===== config.mk =====
export PLATFORM = sky130hd
export DESIGN_NAME = ccss_delta_unit
export DESIGN_NICKNAME = d
export VERILOG_FILES = /design/src/ccss_pkg.sv /design/src/ccss_delta_unit.sv
export SDC_FILE = /design/constraint.sdc
export NUM_CORES = 1
export LEC_CHECK = 0
export BUFFER_PORTS_ARGS = -buffer_cell sky130_fd_sc_hd__buf_2
export CAP_MARGIN = 20
export CORE_AREA = 3 3 109 101
export DETAILED_ROUTE_END_ITERATION = 16
export DIE_AREA = 0 0 112 104
export PLACE_DENSITY = 0.78
export SETUP_SLACK_MARGIN = 0.02
export SLEW_MARGIN = 10
export SYNTH_ARGS = -nofsm -noshare
export SYNTH_HDL_FRONTEND = slang
export SYNTH_SLANG_ARGS = --single-unit

===== constraint.sdc =====
create_clock -name clk -period 3.9 [get_ports clk]
set_input_delay 0.195 -clock clk [delete_from_list [all_inputs] [get_ports clk]]
set_output_delay 0.195 -clock clk [all_outputs]
set_load 0.02 [all_outputs]

===== src/ccss_pkg.sv =====
package ccss_pkg;

	localparam int CCSS_WORD_BITS   = 64;
	localparam int CCSS_WSEL_W      = 4;
	localparam int CCSS_BIT_W       = $clog2(CCSS_WORD_BITS);
	localparam int CCSS_ADDR_COLS   = CCSS_WORD_BITS * (2 ** CCSS_WSEL_W);
	localparam int CCSS_COL_W       = CCSS_BIT_W + CCSS_WSEL_W;
	localparam int CCSS_CC_W        = 11;
	localparam int CCSS_NWORDS_W    = CCSS_CC_W - CCSS_BIT_W + 1;
	localparam int CCSS_DELTA_W     = 29;
	localparam int CCSS_SCORE_W     = 35;
	localparam int CCSS_WSCORE_W    = 34;
	localparam int CCSS_COLUMNS_DEF = 1024;
	localparam int CCSS_MAXCNT_DEF  = 255;

	localparam logic [1:0] ACT_CLEAR = 2'd0;
	localparam logic [1:0] ACT_EVAL  = 2'd1;
	localparam logic [1:0] ACT_APPLY = 2'd2;

	typedef struct packed {
		logic vld;
		logic add;
	} col_op_t;

endpackage


===== src/ccss_delta_unit.sv =====
module ccss_delta_unit
	import ccss_pkg::*;
#(
	parameter int MAX_COUNT = CCSS_MAXCNT_DEF,
	parameter int CW        = 8
) (
	input  logic                    clk,
	input  logic                    arst_n,
	input  col_op_t                 op,
	input  logic                    apply,
	input  logic [CW-1:0]           rd_data,
	output logic                    wr_en,
	output logic [CW-1:0]           wr_data,
	output logic                    contrib_vld,
	output logic [CCSS_SCORE_W-1:0] contrib
);

	localparam int XW = CW + 2;
	localparam int PW = CW + XW;

	col_op_t       op_s1;
	logic          sat;
	logic [CW-1:0] m_cnt;
	logic [CW-1:0] k_cnt;
	logic          vld_s2;
	logic          add_s2;
	logic [CW-1:0] k_s2;
	logic [XW-1:0] x_s2;
	logic          vld_s3;
	logic          add_s3;
	logic [PW-1:0] prod_s3;

	// count moving from k to k+1 changes the score by k*(3k-1)
	always_comb begin
		sat   = op_s1.add ? (rd_data == CW'(MAX_COUNT)) : (rd_data == '0);
		m_cnt = op_s1.add ? rd_data + CW'(1) : rd_data - CW'(1);
		k_cnt = op_s1.add ? rd_data : m_cnt;
	end

	assign wr_en   = op_s1.vld & apply & ~sat;
	assign wr_data = m_cnt;

	always_ff @(posedge clk or negedge arst_n) begin
		if (!arst_n) begin
			op_s1  <= '0;
			vld_s2 <= 1'b0;
			vld_s3 <= 1'b0;
		end else begin
			op_s1  <= op;
			vld_s2 <= op_s1.vld & ~sat;
			vld_s3 <= vld_s2;
		end
	end

	always_ff @(posedge clk) begin
		add_s2  <= op_s1.add;
		k_s2    <= k_cnt;
		x_s2    <= ({2'b00, k_cnt} << 1) + {2'b00, k_cnt} - XW'(1);
		add_s3  <= add_s2;
		prod_s3 <= PW'(k_s2) * PW'(x_s2);
	end

	assign contrib_vld = vld_s3;
	assign contrib     = add_s3 ? CCSS_SCORE_W'(prod_s3) : -CCSS_SCORE_W'(prod_s3);

endmodule


# --- Word level (Yosys, flattened, before mapping) ---
# Index checks and enable logic that the tools add are counted.
classes:
  n_addsub: 5
  shift: 0
  bitwise: 4
  n_div: 0
  n_eq_ne: 1
  magnitude_cmp: 0
  mul: 1
  n_mux: 4
  n_reduce_logical: 1
op_table:
  columns: ["op", "n"]
  rows:
  - ["$mux 35", 1]
  - ["$neg 18->35", 1]
  - ["$mul 8x10->18", 1]
  - ["$mux 8", 2]
  - ["$add 9x8->10", 1]
  - ["$sub 10x1->10 const B", 1]
  - ["$add 8x1->8 const B", 1]
  - ["$eq 8x8->1 const B", 1]
  - ["$logic_not 8->1", 1]
  - ["$sub 8x1->8 const B", 1]
  - ["$and 1x1->1", 3]
  - ["$mux 1", 1]
  - ["$not 1->1", 1]
totals:
  inputBits: 13
  output_inout_bits: 45
  ramBits: 0
  rom_bits: 0
  n_memories: 0
  latchBits: 0
  wordCells: 25
  ff_bits: 42

# --- Logic depth before layout (Yosys ltp) ---
logic_depth:
  depth_word: 5
  depth_mapped: 17
  mapped_depth_nobuf: 16

# --- Worst setup path after synthesis ---
# Ideal clock, no wire load.
synth_path:
  kind: "reg2reg"
  start: "register k_s2[6]"
  end: "register prod_s3[16]"
  t_required_ps: 3773
  arrival_ps: 4122
  setup_ps: 127
  stages_incl_launch_ff: 16
  n_path_buf: 1
  synth_period_minus_slack_ps: 4249
  path_slack_ps: -349
  path_cell_list: "dfxtp_1 > clkbuf_1 > and2_1 > fa_1 > fa_1 > fa_1 > inv_1 > fa_1 > inv_1 > ha_1 > and2_1 > a311o_1 > a21oi_1 > o21a_1 > o21ai_0 > xor2_1"
synth_between:
  elab_chain_cells: 1
synth_rtl:
  columns: ["item", "line_no", "text"]
  rows:
  - ["start, declared", "ccss_delta_unit.sv:27", "logic [CW-1:0] k_s2;"]
  - ["start signal, assigned", "ccss_delta_unit.sv:57", "k_s2 <= k_cnt;"]
  - ["$mul 8x10->18", "ccss_delta_unit.sv:60", "prod_s3 <= PW'(k_s2) * PW'(x_s2);"]
  - ["end signal, assigned", "ccss_delta_unit.sv:60", null]
  - ["end, declared", "ccss_delta_unit.sv:31", "logic [PW-1:0] prod_s3;"]
# No other way between the ends.

# --- Final worst setup path ---
layout_path:
  start: "register x_s2[5]"
  end: "register prod_s3[16]"
layout_between:
  elab_chain_cells: 1
layout_rtl:
  columns: ["item", "line_no", "text"]
  rows:
  - ["start, declared", "ccss_delta_unit.sv:28", "logic [XW-1:0] x_s2;"]
  - ["start signal, assigned", "ccss_delta_unit.sv:58", "x_s2 <= ({2'b00, k_cnt} << 1) + {2'b00, k_cnt} - XW'(1);"]
  - ["$mul 8x10->18", "ccss_delta_unit.sv:60", null]
# No other way between the ends.

==> impl_metrics.env <==
export IMPL_outcome="complete, but fails checks"
export IMPL_violations="setup timing"
export IMPL_placed_cell_area_um2=5700
export IMPL_vias_per_cell=5.09
export IMPL_cts_buffers=5
export IMPL_critPathArrivalTime_ns=4.20
export IMPL_ys_async_sr_fraction_pct=9.52
export IMPL_cts_root_buffer="clkbuf_8"
export IMPL_seq_area_um2=887
export IMPL_ys_seq_area_share_pct=17.4
export IMPL_cts_tree="built"
export IMPL_drive_above_1_share_pct=24.9
export IMPL_routedWlPerCell_um=12.8
export IMPL_syn_cell_area_um2=4940
export IMPL_fin_nets=788
export IMPL_finalWorstSetupSlack_ns=-0.115
export IMPL_insertion_delay_ns=0.29
export IMPL_timing_rr_end="prod_s3[16]$_DFF_P_"
export IMPL_hpwl_um=8290
export IMPL_cts_sinks=42
export IMPL_reg2reg_slack_ns=-0.11
export IMPL_fmax_mhz=249
export IMPL_antenna_found_initial=0
export IMPL_path_class="reg2reg"
export IMPL_firstDrtPassIters=4
export IMPL_synth_cells=566
export IMPL_finalSetupViolCount=7
export IMPL_synth_nets=689
export IMPL_grtUsageTotal_pct=17.4
export IMPL_num_antenna_cells=0
export IMPL_ys_warn_count=0
export IMPL_htreeDepth=2
export IMPL_final_hold_violation_count=0
export IMPL_io_buffers=57
export IMPL_dp_slack_ns=-0.148
export IMPL_clkSlewWorstSetupHoldPaths_ns=0.07
export IMPL_cp_end_kind="flop"
export IMPL_path_cells="and2_4, fa_1, fa_1, fa_1, inv_1, fa_1, inv_2, ha_4, and2_4, a311o_1, a21oi_1, o21a_1, o21ai_1, xor2_1"
export IMPL_die_area_um2=11600
export IMPL_cts_buffer_depth=2
export IMPL_skew_ns=0.00680
export IMPL_io_pins=58
export IMPL_grt_max_degree=34
export IMPL_start_kind="flop"
export IMPL_final_common_cell="inv_1"
export IMPL_crit_fanout=6
export IMPL_worstRegToRegCells=14
export IMPL_grt_setup_unrepaired="true"
export IMPL_grt_pass1_vias=3993
export IMPL_area_growth_pct=21.4
export IMPL_final_area_um2=5990
export IMPL_drc=0
export IMPL_fillers=836
export IMPL_ys_flop_type="dfxtp_1"
export IMPL_grt_overflow=0
export IMPL_layout_common_cells="inv_1 (88), and2_1 (58), buf_2 (57)"
export IMPL_core_area_um2=10000
export IMPL_wirelength_um=10200
export IMPL_critPathSlowestCell="fa_1"
export IMPL_critPathLaunch="x_s2[5]$_DFF_P_"
export IMPL_worstPathRequired_ns=4.08
export IMPL_rows=35
export IMPL_cp_depth=14
export IMPL_multi_input_comb_area_um2=3790
export IMPL_hold_class="in2async"
export IMPL_worst_path_buf_inv=2
export IMPL_yosys_register_bits=42
export IMPL_crit_end="prod_s3[16]$_DFF_P_"
export IMPL_drt_iter0_markers=186
export IMPL_drtAntennaViolNets=0
export IMPL_syn_avg_cell_area_um2=8.72
export IMPL_initial_core_util_pct=49.2
export IMPL_dieHeight_um=104
export IMPL_vias=4048
export IMPL_fin_crit_ns=4.01
export IMPL_critical_path_top_delay_family="adder cells"
export IMPL_grt_pass1_wl_um=17200
export IMPL_path_common_cell="fa_1"
export IMPL_synth_distinct_cells=47
export IMPL_stdcell_count=795
export IMPL_fin_crit_sh_pct=103
export IMPL_gp_congestion=0.942
export IMPL_worst_slew_pin_slew_ns=0.975
export IMPL_synth_edf_count=0
export IMPL_slowest_delay_ns=0.57
export IMPL_dp_cells=777
export IMPL_timing_rr_start="x_s2[5]$_DFF_P_"
export IMPL_slew_headroom_pct=34.9
export IMPL_die_w_um=112
export IMPL_drv_slew=0
export IMPL_drv_cap=0
[how the worst min path moves through the flow]
stage	startpoint	endpoint	slack (ns)	depth (start not counted)
floorplan	arst_n	contrib_vld$_DFF_PN0_	-0.10	0
global placement	arst_n	op_s1[1]$_DFF_PN0_	-0.0009	1
detailed placement	arst_n	contrib_vld$_DFF_PN0_	0.001	1
CTS	arst_n	op_s1[1]$_DFF_PN0_	0.22	2
global route	arst_n	op_s1[1]$_DFF_PN0_	0.22	2
finish	arst_n	op_s1[1]$_DFF_PN0_	0.22	2
[metrics by stage]
step / hold WS [ns] / TNS, ns / util [%]
final: 0.221 / -0.446 / 59.8
after global routing: 0.224 / -1.73 / 59.8
after CTS: 0.215 / -0.368 / 59.3
after detailed placement: 0.00120 / -0.608 / 56.8
after global placement: -0.000872 / -0.206 / 56.8
after floorplan: -0.101 / -0.00518 / -
[cell type report]
| type | count | area share, % |
|---|---|---|
| clock inverter | 1 | 0.501 |
| multi-input combinational | 411 | 63.3 |
| sequential | 42 | 14.8 |
| timing repair buffer | 108 | 11.3 |
| inverter | 97 | 6.09 |
| tap | 129 | 2.69 |
| clock buffer | 7 | 1.27 |
[cell usage after synthesis (6+ instances only)]
| cell | instances | area (um^2) |
|---|---|---|
| inv_1 | 95 | 357 |
| and2_1 | 66 | 413 |
| ha_1 | 60 | 751 |
| fa_1 | 50 | 1000 |
| a21oi_1 | 48 | 240 |
| dfxtp_1 | 38 | 761 |
| nand2_1 | 32 | 120 |
| nor2_1 | 25 | 93.8 |
| xnor2_1 | 23 | 201 |
| xor2_1 | 20 | 175 |
| clkbuf_1 | 11 | 41.3 |
| o21ai_0 | 11 | 55.1 |
| nor3_1 | 10 | 50.1 |
| a21o_1 | 6 | 45.0 |
| o21a_1 | 6 | 45.0 |
[timing repair]
item,in CTS,in global routing
endpoints found under the hold margin,6,0
pin swaps,23,14
hold buffers,3,0
setup endpoints to repair,8,11
setup buffers,5,2
resized for setup,26,9
[per-layer routing]
layer	vias up	global-route usage, %	wire length (um)
li1	2016	-	-
met1	1896	20.1	4360
met2	112	33.0	5170
met3	24	2.79	482
met4	0	4.98	191
met5	-	0	0
[cell families after synthesis]
logic type / after synthesis / share of synthesized area [%]
buffers and inverters: 113 / 8.87
adder cells (fa/ha/maj): 110 / 35.5
XOR/XNOR: 43 / 7.63
multiplexers: 7 / 1.55
AND/OR/NAND/NOR: 156 / 17.1
flip-flops: 42 / 17.4
AO/OA/AOI/OAI: 95 / 11.9
[registers in the layout, indices dropped and copies added (netlist names)]
| register | flops |
|---|---|
| vld_s2 | 1 |
| k_s2 | 8 |
| contrib_vld | 1 |
| op_s1 | 2 |
| x_s2 | 10 |
| add_s2 | 1 |
| add_s3 | 1 |
| prod_s3 | 18 |
[worst reg2reg max path, cell delays in order, from the launching register on]
cell     delay (ns)
dfxtp_4        0.37
and2_4         0.16
fa_1           0.57
fa_1           0.44
fa_1           0.50
inv_1          0.05
fa_1           0.49
inv_2          0.04
ha_4           0.22
and2_4         0.16
a311o_1        0.30
a21oi_1        0.12
o21a_1         0.24
o21ai_1        0.10
xor2_1         0.14
Power is not shown: default switching activity piles up to over one toggle a cycle in this logic, so the estimate is an artifact.
